`config.mk`:
```
export PLATFORM = sky130hd
export DESIGN_NAME = preemptive_priority_scheduler_unit
export DESIGN_NICKNAME = d
export VERILOG_FILES = /design/src/sv/pps_pkg.sv /design/src/sv/pps_cell.sv /design/src/sv/preemptive_priority_scheduler_unit.sv
export SDC_FILE = /design/constraint.sdc
export NUM_CORES = 2
export LEC_CHECK = 0
export BUFFER_PORTS_ARGS = -buffer_cell sky130_fd_sc_hd__buf_4
export CORE_MARGIN = 3
export CORE_UTILIZATION = 63
export CTS_CLUSTER_SIZE = 12
export DETAILED_ROUTE_END_ITERATION = 10
export GPL_TIMING_DRIVEN = 0
export PLACE_DENSITY = 0.8
export SYNTH_ARGS = -nofsm -noshare
export SYNTH_HDL_FRONTEND = slang
export SYNTH_SLANG_ARGS = --single-unit
```
`constraint.sdc`:
```
create_clock -name clk_i -period 4.4 [get_ports clk_i]
set_input_delay 0.66 -clock clk_i [delete_from_list [all_inputs] [get_ports clk_i]]
set_output_delay 0.66 -clock clk_i [all_outputs]
set_load 0.005 [all_outputs]
```
`src/sv/pps_pkg.sv`:
```
`timescale 1ns / 1ps
// ----------------------------------------------------------------------------
// Preemptive priority scheduler package
// Shared widths, opcodes and the records passed between the top level and
// the task cells.
// ----------------------------------------------------------------------------
package pps_pkg;

  localparam int unsigned MAX_TASKS_DEF = 16;
  localparam int unsigned TIME_BITS_DEF = 20;

  localparam int unsigned OP_W       = 2;
  localparam int unsigned SLOT_IN_W  = 4;
  localparam int unsigned PID_W      = 16;
  localparam int unsigned ARR_W      = 20;
  localparam int unsigned BURST_W    = 16;
  localparam int unsigned PRIO_W     = 8;
  localparam int unsigned OUT_TIME_W = 20;
  localparam int unsigned USED_W     = 21;

  typedef enum logic [OP_W-1:0] {
    OP_LOAD  = 2'd0,
    OP_TICK  = 2'd1,
    OP_CLEAR = 2'd2,
    OP_NOP   = 2'd3
  } opcode_e;

  typedef struct packed {
    logic [PID_W-1:0]   pid;
    logic [ARR_W-1:0]   arrival;
    logic [BURST_W-1:0] burst;
    logic [PRIO_W-1:0]  prio;
  } task_t;

  typedef struct packed {
    logic load;
    logic clear;
    logic run;
  } pps_ctrl_t;

  typedef struct packed {
    logic              found;
    logic [PRIO_W-1:0] prio;
    logic [PID_W-1:0]  pid;
    logic              last;
    logic [USED_W-1:0] used;
  } cand_t;

endpackage

```
`src/sv/pps_cell.sv`:
```
`timescale 1ns / 1ps
// ----------------------------------------------------------------------------
// Scheduler task cell
// Holds one table slot and compares it against the candidate handed on by
// the previous cell, passing the better one to the next cell every cycle.
// ----------------------------------------------------------------------------
module pps_cell #(
  parameter int unsigned MAX_TASKS = pps_pkg::MAX_TASKS_DEF,
  parameter int unsigned TIME_BITS = pps_pkg::TIME_BITS_DEF,
  parameter int unsigned CELL_IDX  = 0,
  localparam int unsigned SLOT_W   = $clog2(MAX_TASKS)
) (
  input  logic                  clk_i,
  input  logic                  rst_ni,
  input  pps_pkg::pps_ctrl_t    ctrl_i,
  input  pps_pkg::task_t        task_i,
  input  logic [TIME_BITS-1:0]  clock_i,
  input  pps_pkg::cand_t        cand_i,
  input  logic [SLOT_W-1:0]     cand_slot_i,
  output pps_pkg::cand_t        cand_o,
  output logic [SLOT_W-1:0]     cand_slot_o,
  output logic                  valid_o,
  output logic                  done_o
);
  import pps_pkg::*;

  localparam int unsigned CMP_W = (TIME_BITS > ARR_W) ? TIME_BITS : ARR_W;

  logic                valid_q, done_q;
  logic [PID_W-1:0]    pid_q;
  logic [ARR_W-1:0]    arr_q;
  logic [PRIO_W-1:0]   prio_q;
  logic [USED_W-1:0]   used_q;
  logic [BURST_W-1:0]  rem_q;
  logic                eligible, better;
  cand_t               own, cand_d, cand_q;
  logic [SLOT_W-1:0]   slot_d, slot_q;

  assign eligible = valid_q & ~done_q & (CMP_W'(arr_q) <= CMP_W'(clock_i));

  always_comb begin
    own.found = 1'b1;
    own.prio  = prio_q;
    own.pid   = pid_q;
    own.last  = (rem_q == BURST_W'(1));
    own.used  = used_q;
  end

  assign better = eligible && (!cand_i.found || (prio_q < cand_i.prio) ||
                  ((prio_q == cand_i.prio) && (pid_q < cand_i.pid)));

  assign cand_d = better ? own : cand_i;
  assign slot_d = better ? SLOT_W'(CELL_IDX) : cand_slot_i;

  // advance the candidate one cell
  always_ff @(posedge clk_i) begin
    cand_q <= cand_d;
    slot_q <= slot_d;
  end

  always_ff @(posedge clk_i or negedge rst_ni) begin
    if (!rst_ni) begin
      valid_q <= 1'b0;
      done_q  <= 1'b0;
    end else if (ctrl_i.clear) begin
      valid_q <= 1'b0;
      done_q  <= 1'b0;
    end else if (ctrl_i.load) begin
      valid_q <= 1'b1;
      done_q  <= (task_i.burst == '0);
    end else if (ctrl_i.run && (rem_q == BURST_W'(1))) begin
      done_q  <= 1'b1;
    end
  end

  always_ff @(posedge clk_i) begin
    if (ctrl_i.load) begin
      pid_q  <= task_i.pid;
      arr_q  <= task_i.arrival;
      prio_q <= task_i.prio;
      rem_q  <= task_i.burst;
      used_q <= USED_W'(task_i.arrival) + USED_W'(task_i.burst);
    end else if (ctrl_i.run) begin
      rem_q  <= rem_q - BURST_W'(1);
    end
  end

  assign cand_o      = cand_q;
  assign cand_slot_o = slot_q;
  assign valid_o     = valid_q;
  assign done_o      = done_q;

endmodule

```
`src/sv/preemptive_priority_scheduler_unit.sv`:
```
`timescale 1ns / 1ps
// ----------------------------------------------------------------------------
// Preemptive priority scheduler unit
// Load, clear and no-op transactions: the result appears in the cycle after the
// transaction; the next transaction may be accepted at that same edge.
// Tick transactions: the unit steps through its scan state while the candidate
// travels one cell per cycle along the chain of task cells, then its apply
// state, which registers the result; busy holds transactions off until then.
// Reset empties the table, zeroes the clock and forgets the last task run;
// results carry a one-cycle strobe and the receiver cannot stall.
// ----------------------------------------------------------------------------
module preemptive_priority_scheduler_unit #(
  parameter int unsigned MAX_TASKS = pps_pkg::MAX_TASKS_DEF,
  parameter int unsigned TIME_BITS = pps_pkg::TIME_BITS_DEF
) (
  input  logic                             clk_i,
  input  logic                             rst_ni,
  input  logic                             start,
  input  logic [pps_pkg::OP_W-1:0]         opcode_i,
  input  logic [pps_pkg::SLOT_IN_W-1:0]    slot_i,
  input  logic [pps_pkg::PID_W-1:0]        process_id_i,
  input  logic [pps_pkg::ARR_W-1:0]        arrival_time_i,
  input  logic [pps_pkg::BURST_W-1:0]      burst_length_i,
  input  logic [pps_pkg::PRIO_W-1:0]       priority_level_i,
  output logic                             busy,
  output logic                             valid_o,
  output logic [pps_pkg::OUT_TIME_W-1:0]   tick_start_o,
  output logic                             busy_res_o,
  output logic                             dispatched_o,
  output logic [pps_pkg::PID_W-1:0]        running_process_o,
  output logic                             finished_o,
  output logic [pps_pkg::OUT_TIME_W-1:0]   finish_time_o,
  output logic [pps_pkg::OUT_TIME_W-1:0]   wait_time_o,
  output logic                             all_done_o
);
  import pps_pkg::*;

  localparam int unsigned SLOT_W = $clog2(MAX_TASKS);
  localparam int unsigned PEND_W = $clog2(MAX_TASKS + 1);
  localparam int unsigned EXT_W  = (TIME_BITS > USED_W) ? TIME_BITS : USED_W;

  localparam logic [1:0] ST_IDLE  = 2'd0;
  localparam logic [1:0] ST_SCAN  = 2'd1;
  localparam logic [1:0] ST_APPLY = 2'd2;

  logic [1:0]            state_q, state_d;
  logic [SLOT_W-1:0]     cnt_q, cnt_d;
  logic [TIME_BITS-1:0]  clock_q, clock_d, clock_inc;
  logic [PEND_W-1:0]     pend_q, pend_d;
  logic                  last_vld_q, last_vld_d;
  logic [SLOT_W-1:0]     last_slot_q, last_slot_d;

  logic                  res_valid_q, res_valid_d;
  logic [OUT_TIME_W-1:0] res_start_q, res_start_d;
  logic                  res_busy_q, res_busy_d;
  logic                  res_disp_q, res_disp_d;
  logic [PID_W-1:0]      res_pid_q, res_pid_d;
  logic                  res_fin_q, res_fin_d;
  logic [OUT_TIME_W-1:0] res_ftime_q, res_ftime_d;
  logic [OUT_TIME_W-1:0] res_wait_q, res_wait_d;
  logic                  res_all_q, res_all_d;

  logic                  accept, load_go, clear_go, apply, in_range, old_pend;
  logic [SLOT_W-1:0]     slot_idx;
  logic [EXT_W-1:0]      clk_now_ext, clk_next_ext, used_ext;
  task_t                 task_in;
  cand_t                 chain     [MAX_TASKS+1];
  logic [SLOT_W-1:0]     chain_slot[MAX_TASKS+1];
  cand_t                 best;
  logic [SLOT_W-1:0]     best_slot;
  logic [MAX_TASKS-1:0]  valid_vec, done_vec;

  assign busy     = (state_q != ST_IDLE);
  assign accept   = start & ~busy;
  assign load_go  = accept && (opcode_i == OP_LOAD);
  assign clear_go = accept && (opcode_i == OP_CLEAR);
  assign apply    = (state_q == ST_APPLY);
  assign in_range = (32'(slot_i) < MAX_TASKS);
  assign slot_idx = SLOT_W'(slot_i);
  assign old_pend = in_range ? (valid_vec[slot_idx] & ~done_vec[slot_idx]) : 1'b0;

  always_comb begin
    task_in.pid     = process_id_i;
    task_in.arrival = arrival_time_i;
    task_in.burst   = burst_length_i;
    task_in.prio    = priority_level_i;
  end

  assign chain[0]      = '0;
  assign chain_slot[0] = '0;
  assign best          = chain[MAX_TASKS];
  assign best_slot     = chain_slot[MAX_TASKS];

  for (genvar i = 0; i < MAX_TASKS; i++) begin : g_cell
    pps_ctrl_t ctrl;

    always_comb begin
      ctrl.load  = load_go && in_range && (32'(slot_i) == i);
      ctrl.clear = clear_go;
      ctrl.run   = apply && best.found && (32'(best_slot) == i);
    end

    pps_cell #(
      .MAX_TASKS (MAX_TASKS),
      .TIME_BITS (TIME_BITS),
      .CELL_IDX  (i)
    ) u_cell (
      .clk_i       (clk_i),
      .rst_ni      (rst_ni),
      .ctrl_i      (ctrl),
      .task_i      (task_in),
      .clock_i     (clock_q),
      .cand_i      (chain[i]),
      .cand_slot_i (chain_slot[i]),
      .cand_o      (chain[i+1]),
      .cand_slot_o (chain_slot[i+1]),
      .valid_o     (valid_vec[i]),
      .done_o      (done_vec[i])
    );
  end

  assign clock_inc    = (clock_q == '1) ? clock_q : clock_q + TIME_BITS'(1);
  assign clk_now_ext  = EXT_W'(clock_q);
  assign clk_next_ext = EXT_W'(clock_inc);
  assign used_ext     = EXT_W'(best.used);

  always_comb begin
    state_d     = state_q;
    cnt_d       = cnt_q;
    clock_d     = clock_q;
    pend_d      = pend_q;
    last_vld_d  = last_vld_q;
    last_slot_d = last_slot_q;
    res_valid_d = 1'b0;
    res_start_d = clk_now_ext[OUT_TIME_W-1:0];
    res_busy_d  = 1'b0;
    res_disp_d  = 1'b0;
    res_pid_d   = '0;
    res_fin_d   = 1'b0;
    res_ftime_d = '0;
    res_wait_d  = '0;

    case (state_q)
      ST_IDLE: begin
        if (accept) begin
          case (opcode_i)
            OP_LOAD: begin
              res_valid_d = 1'b1;
              if (in_range) begin
                pend_d = pend_q - PEND_W'(old_pend) + PEND_W'(burst_length_i != '0);
                if (last_vld_q && (32'(last_slot_q) == 32'(slot_i))) begin
                  last_vld_d = 1'b0;
                end
              end
            end
            OP_CLEAR: begin
              res_valid_d = 1'b1;
              clock_d     = '0;
              pend_d      = '0;
              last_vld_d  = 1'b0;
            end
            OP_TICK: begin
              state_d = ST_SCAN;
              cnt_d   = '0;
            end
            default: begin
              res_valid_d = 1'b1;
            end
          endcase
        end
      end
      ST_SCAN: begin
        cnt_d = cnt_q + SLOT_W'(1);
        if (cnt_q == SLOT_W'(MAX_TASKS - 1)) begin
          state_d = ST_APPLY;
        end
      end
      ST_APPLY: begin
        state_d     = ST_IDLE;
        clock_d     = clock_inc;
        res_valid_d = 1'b1;
        if (best.found) begin
          res_busy_d  = 1'b1;
          res_disp_d  = !(last_vld_q && (last_slot_q == best_slot));
          res_pid_d   = best.pid;
          last_vld_d  = !best.last;
          last_slot_d = best_slot;
          if (best.last) begin
            res_fin_d   = 1'b1;
            pend_d      = pend_q - PEND_W'(1);
            res_ftime_d = clk_next_ext[OUT_TIME_W-1:0];
            if (clk_next_ext > used_ext) begin
              res_wait_d = OUT_TIME_W'(clk_next_ext - used_ext);
            end
          end
        end
      end
      default: begin
        state_d = ST_IDLE;
      end
    endcase
  end

  assign res_all_d = (pend_d == '0);

  always_ff @(posedge clk_i or negedge rst_ni) begin
    if (!rst_ni) begin
      state_q     <= ST_IDLE;
      cnt_q       <= '0;
      clock_q     <= '0;
      pend_q      <= '0;
      last_vld_q  <= 1'b0;
      last_slot_q <= '0;
      res_valid_q <= 1'b0;
    end else begin
      state_q     <= state_d;
      cnt_q       <= cnt_d;
      clock_q     <= clock_d;
      pend_q      <= pend_d;
      last_vld_q  <= last_vld_d;
      last_slot_q <= last_slot_d;
      res_valid_q <= res_valid_d;
    end
  end

  // hold the result for its strobe cycle
  always_ff @(posedge clk_i) begin
    res_start_q <= res_start_d;
    res_busy_q  <= res_busy_d;
    res_disp_q  <= res_disp_d;
    res_pid_q   <= res_pid_d;
    res_fin_q   <= res_fin_d;
    res_ftime_q <= res_ftime_d;
    res_wait_q  <= res_wait_d;
    res_all_q   <= res_all_d;
  end

  assign valid_o           = res_valid_q;
  assign tick_start_o      = res_start_q;
  assign busy_res_o        = res_busy_q;
  assign dispatched_o      = res_disp_q;
  assign running_process_o = res_pid_q;
  assign finished_o        = res_fin_q;
  assign finish_time_o     = res_ftime_q;
  assign wait_time_o       = res_wait_q;
  assign all_done_o        = res_all_q;

  a_result_source: assert property (@(posedge clk_i) disable iff (!rst_ni)
    valid_o |-> ($past(state_q) == ST_APPLY) ||
                ($past(accept) && ($past(opcode_i) != OP_TICK)))
    else $error("result strobe without a completed transaction");

  a_finish_runs: assert property (@(posedge clk_i) disable iff (!rst_ni)
    finished_o |-> (valid_o && busy_res_o))
    else $error("completion reported without a running task");

  a_pend_bound: assert property (@(posedge clk_i) disable iff (!rst_ni)
    32'(pend_q) <= MAX_TASKS)
    else $error("pending task count out of range");

  a_all_done_count: assert property (@(posedge clk_i) disable iff (!rst_ni)
    (valid_o && all_done_o) |-> (pend_q == '0))
    else $error("all done reported with tasks pending");

endmodule

```
==> qor.yml <==
run_status:
  status: "finished with violations"
  violations: "capacitance limit, slew limit"
routing:
  top_layer_used: "met5"
  met2_length_um: 113000
  vias: 60200
  drt-wirelength-per-cell_um: 24.4
  drt-met1-wl_um: 92700
  met3_length_um: 22800
  drt_iter0_markers: 6193
  drc_errors: 0
  wl_um: 242000
  routed_via_density: 6.06
  dr.pass1.iters: 6
  ant_nets: 0
logic_synthesis:
  synth_nets: 8048
  synthXorXnorAreaFrac_pct: 2.40
  synth_common_cells: "1,296 x edfxtp_1, 873 x dfxtp_1, 744 x ha_1"
  synth_mux_area_share_pct: 8.35
  synth_fa_ha_area_share_pct: 9.89
  synthArstFlopShare_pct: 3.08
  synth_compound_area_share_pct: 6.69
  syn-instance-count: 7232
  synth_most_common_cell: "edfxtp_1"
  synth_top_area_cell: "edfxtp_1"
  synth_top_family_by_area: "adder cells"
  synth-simple-area-share_pct: 8.32
  yosysSeqAreaShare_pct: 61.4
  synth.cell_area_um2: 94700
  yosysWarnings: 0
  synth-edff-count: 1296
  synth_top_area_share_pct: 41.1
  ys_ff_latch: 2238
  ys.flop_type: "edfxtp_1"
  synth.area.top_cells: "edfxtp_1 41%, dfxtp_1 18%, ha_1 9.8%"
  postSynthAreaPerCell_um2: 13.1
  ys_types: 88
floorplan:
  die_area_um2: 155000
  ioPinCount: 151
  start_util_pct: 63.8
  rows: 141
  die_h_um: 394
  core_area_um2: 149000
  fp.dieW_um: 394
clock_network:
  htree_levels: 4
  cts_buffers: 219
  cts.sinks: 2238
  root_buffer: "clkbuf_16"
  clock_latency_ps: 870
  path_clk_slew_ps: 60
  cts.path.max_buffers: 3
  cts_tree: "built"
cells_and_area:
  drive_gt1_share_pct: 19.3
  area_delta_synth_final_pct: 13.4
  seqCellArea_um2: 58100
  final_nets: 8554
  final_cell_area_um2: 107000
  multi_input_area_um2: 34200
  fillers: 9401
  final_util_pct: 72.3
critical_path:
  worstPathArrival_ps: 5080
  cp-end-kind: "register"
  critPathLaunchType: "register"
  crit_path_start: "clock_q[19]$_DFFE_PN0P_"
  reg2reg_from: "clock_q[19]$_DFFE_PN0P_"
  crit_fanout: 10
  cp_data_required_time_ps: 5120
  critical_path_class: "reg -> reg"
power:
  ir_drop_uv: 431
  p_per_area_nw_per_um2: 535
  total_power_uw: 57500
  leakagePower_uw: 0.0408
sta:
  setup_viol: 0
  fmaxAchievable_ghz: 0.229
  fin_skew_ps: 54.9
  whs_ps: 112
  fin_crit_sh_pct: 99.1
  slew_headroom_pct: -1.85
  tightest_slew_ps: 1520
  drv_slew: 9
  min_period_ps: 4360
  hold_violations: 0
  fin_setup_tns_ps: 0
grt:
  grt_pass1_vias: 61600
  grt_max_degree: 75
  gr-total-overflow: 0
  grt_usage_pct: 30.9
  grt_pass1_wl_um: 364000
  antenna_found_initial: 18
place:
  io_buffers: 147
  gp_congestion: 0.938
  dp_hpwl_um: 160000
  placed_area_um2: 99200
worst_hold_path:
  hp-class: "in -> reg"
  holdCritStartpoint: "start"
flow_run:
  drv_cap: 1
## final cells by class
| type | instances | share of cell area (%) |
|---|---|---|
| Clock inverter | 48 | 0.587 |
| Antenna cell | 5 | 0.0116 |
| Multi-Input combinational cell | 4298 | 31.8 |
| Buffer | 200 | 0.929 |
| Clock buffer | 357 | 5.78 |
| Tap cell | 2002 | 2.33 |
| Sequential cell | 2238 | 54.1 |
| Inverter | 496 | 1.80 |
| Timing Repair Buffer | 285 | 2.67 |
## worst paths after layout
check / end / cells after the start / slack [ps]
max: g_cell[0].u_cell.cand_o[23]$_SDFF_PN0_ / 10 / 40
min reg2reg: g_cell[9].u_cell.cand_slot_o[0]$_SDFF_PP1_ / 1 / 400
max reg2reg: g_cell[0].u_cell.cand_o[23]$_SDFF_PN0_ / 10 / 40
max in group asynchronous: clock_q[0]$_DFFE_PN0P_ / 2 / 3120
min: valid_o$_DFF_PN0_ / 3 / 110
min in group asynchronous: state_q[0]$_DFFE_PN0P_ / 2 / 530
## logic make-up after synthesis
family	after synthesis
AO/OA/AOI/OAI	1065
AND/OR/NAND/NOR	1534
XOR/XNOR	260
adder cells (fa/ha/maj)	747
multiplexers	692
flip-flops	2238
buffers and inverters	696
## registers in the layout (all words and copies together), names as in the netlist, 20 cells and up
| name | cells |
|---|---|
| g_cell.u_cell.cand_o | 744 |
| tick_start_o | 20 |
| g_cell.u_cell.cand_slot_o | 49 |
| wait_time_o | 20 |
| finish_time_o | 20 |
| g_cell.u_cell.pid_q | 256 |
| clock_q | 20 |
| g_cell.u_cell.used_q | 336 |
| g_cell.u_cell.rem_q | 256 |
| g_cell.u_cell.arr_q | 320 |
| g_cell.u_cell.prio_q | 128 |
## routing by layer
metal  vias up  track usage [%]
met1     29500             38.8
met2      2713             50.2
li1      27300                -
met4         6             15.7
met5         -                0
met3       686             7.47
## cell usage in the layout (no fill, tap or decap), types with 23 or more instances in the layout
master / n
nand2b_1: 58
inv_1: 470
buf_4: 247
o21ai_0: 368
a21o_1: 113
o31ai_1: 35
and2_1: 31
a31oi_1: 42
buf_12: 23
nand4_1: 84
nand3_1: 106
nand2_1: 458
nor2_1: 231
edfxtp_1: 1296
dfxtp_1: 873
ha_1: 744
or3_1: 30
nor3_1: 129
clkbuf_1: 194
o21a_1: 35
and3_1: 47
a211oi_1: 35
a21oi_1: 292
clkbuf_16: 220
or2_2: 48
mux2_2: 661
xnor2_1: 155
nor2b_1: 132
xor2_1: 80
and4_1: 38
dfrtp_1: 68
nor4_1: 70
buf_2: 84
## repair_timing
action                     4_1_cts  5_1_grt
hold buffers                     1        0
hold endpoints to repair        34        0
pin swaps                        1        4
cloned                           0        0
gates resized for setup         49       18
setup endpoints to repair      455       62
buffers inserted                88        9
## metrics by stage
step / setup WS, ps / instances
3_3_place_gp: -1960 / 9381
4_1_cts: 6.14 / 9914
5_1_grt: -13.3 / 9924
6_report: 41.5 / 9929
2_1_floorplan: 337 / 7232
3_5_place_dp: -1200 / 9420
## worst max-delay path, stage by stage (launching register included)
cell,delay [ps]
dfrtp_1,450
clkinvlp_4,310
buf_12,230
ha_1,300
nand4_1,220
nor4_1,670
o21ai_0,210
a31oi_1,550
clkbuf_1,510
clkbuf_1,630
nor2b_1,130
## report_power, final
group	switching [uW]	total (uW)	internal (uW)	leakage, uW
Clock	7950	17900	9920	0.00328
Combinational	7390	13500	6080	0.0178
Sequential	1310	26100	24800	0.0197
No activity file was read; power rests on OpenSTA's default activity.
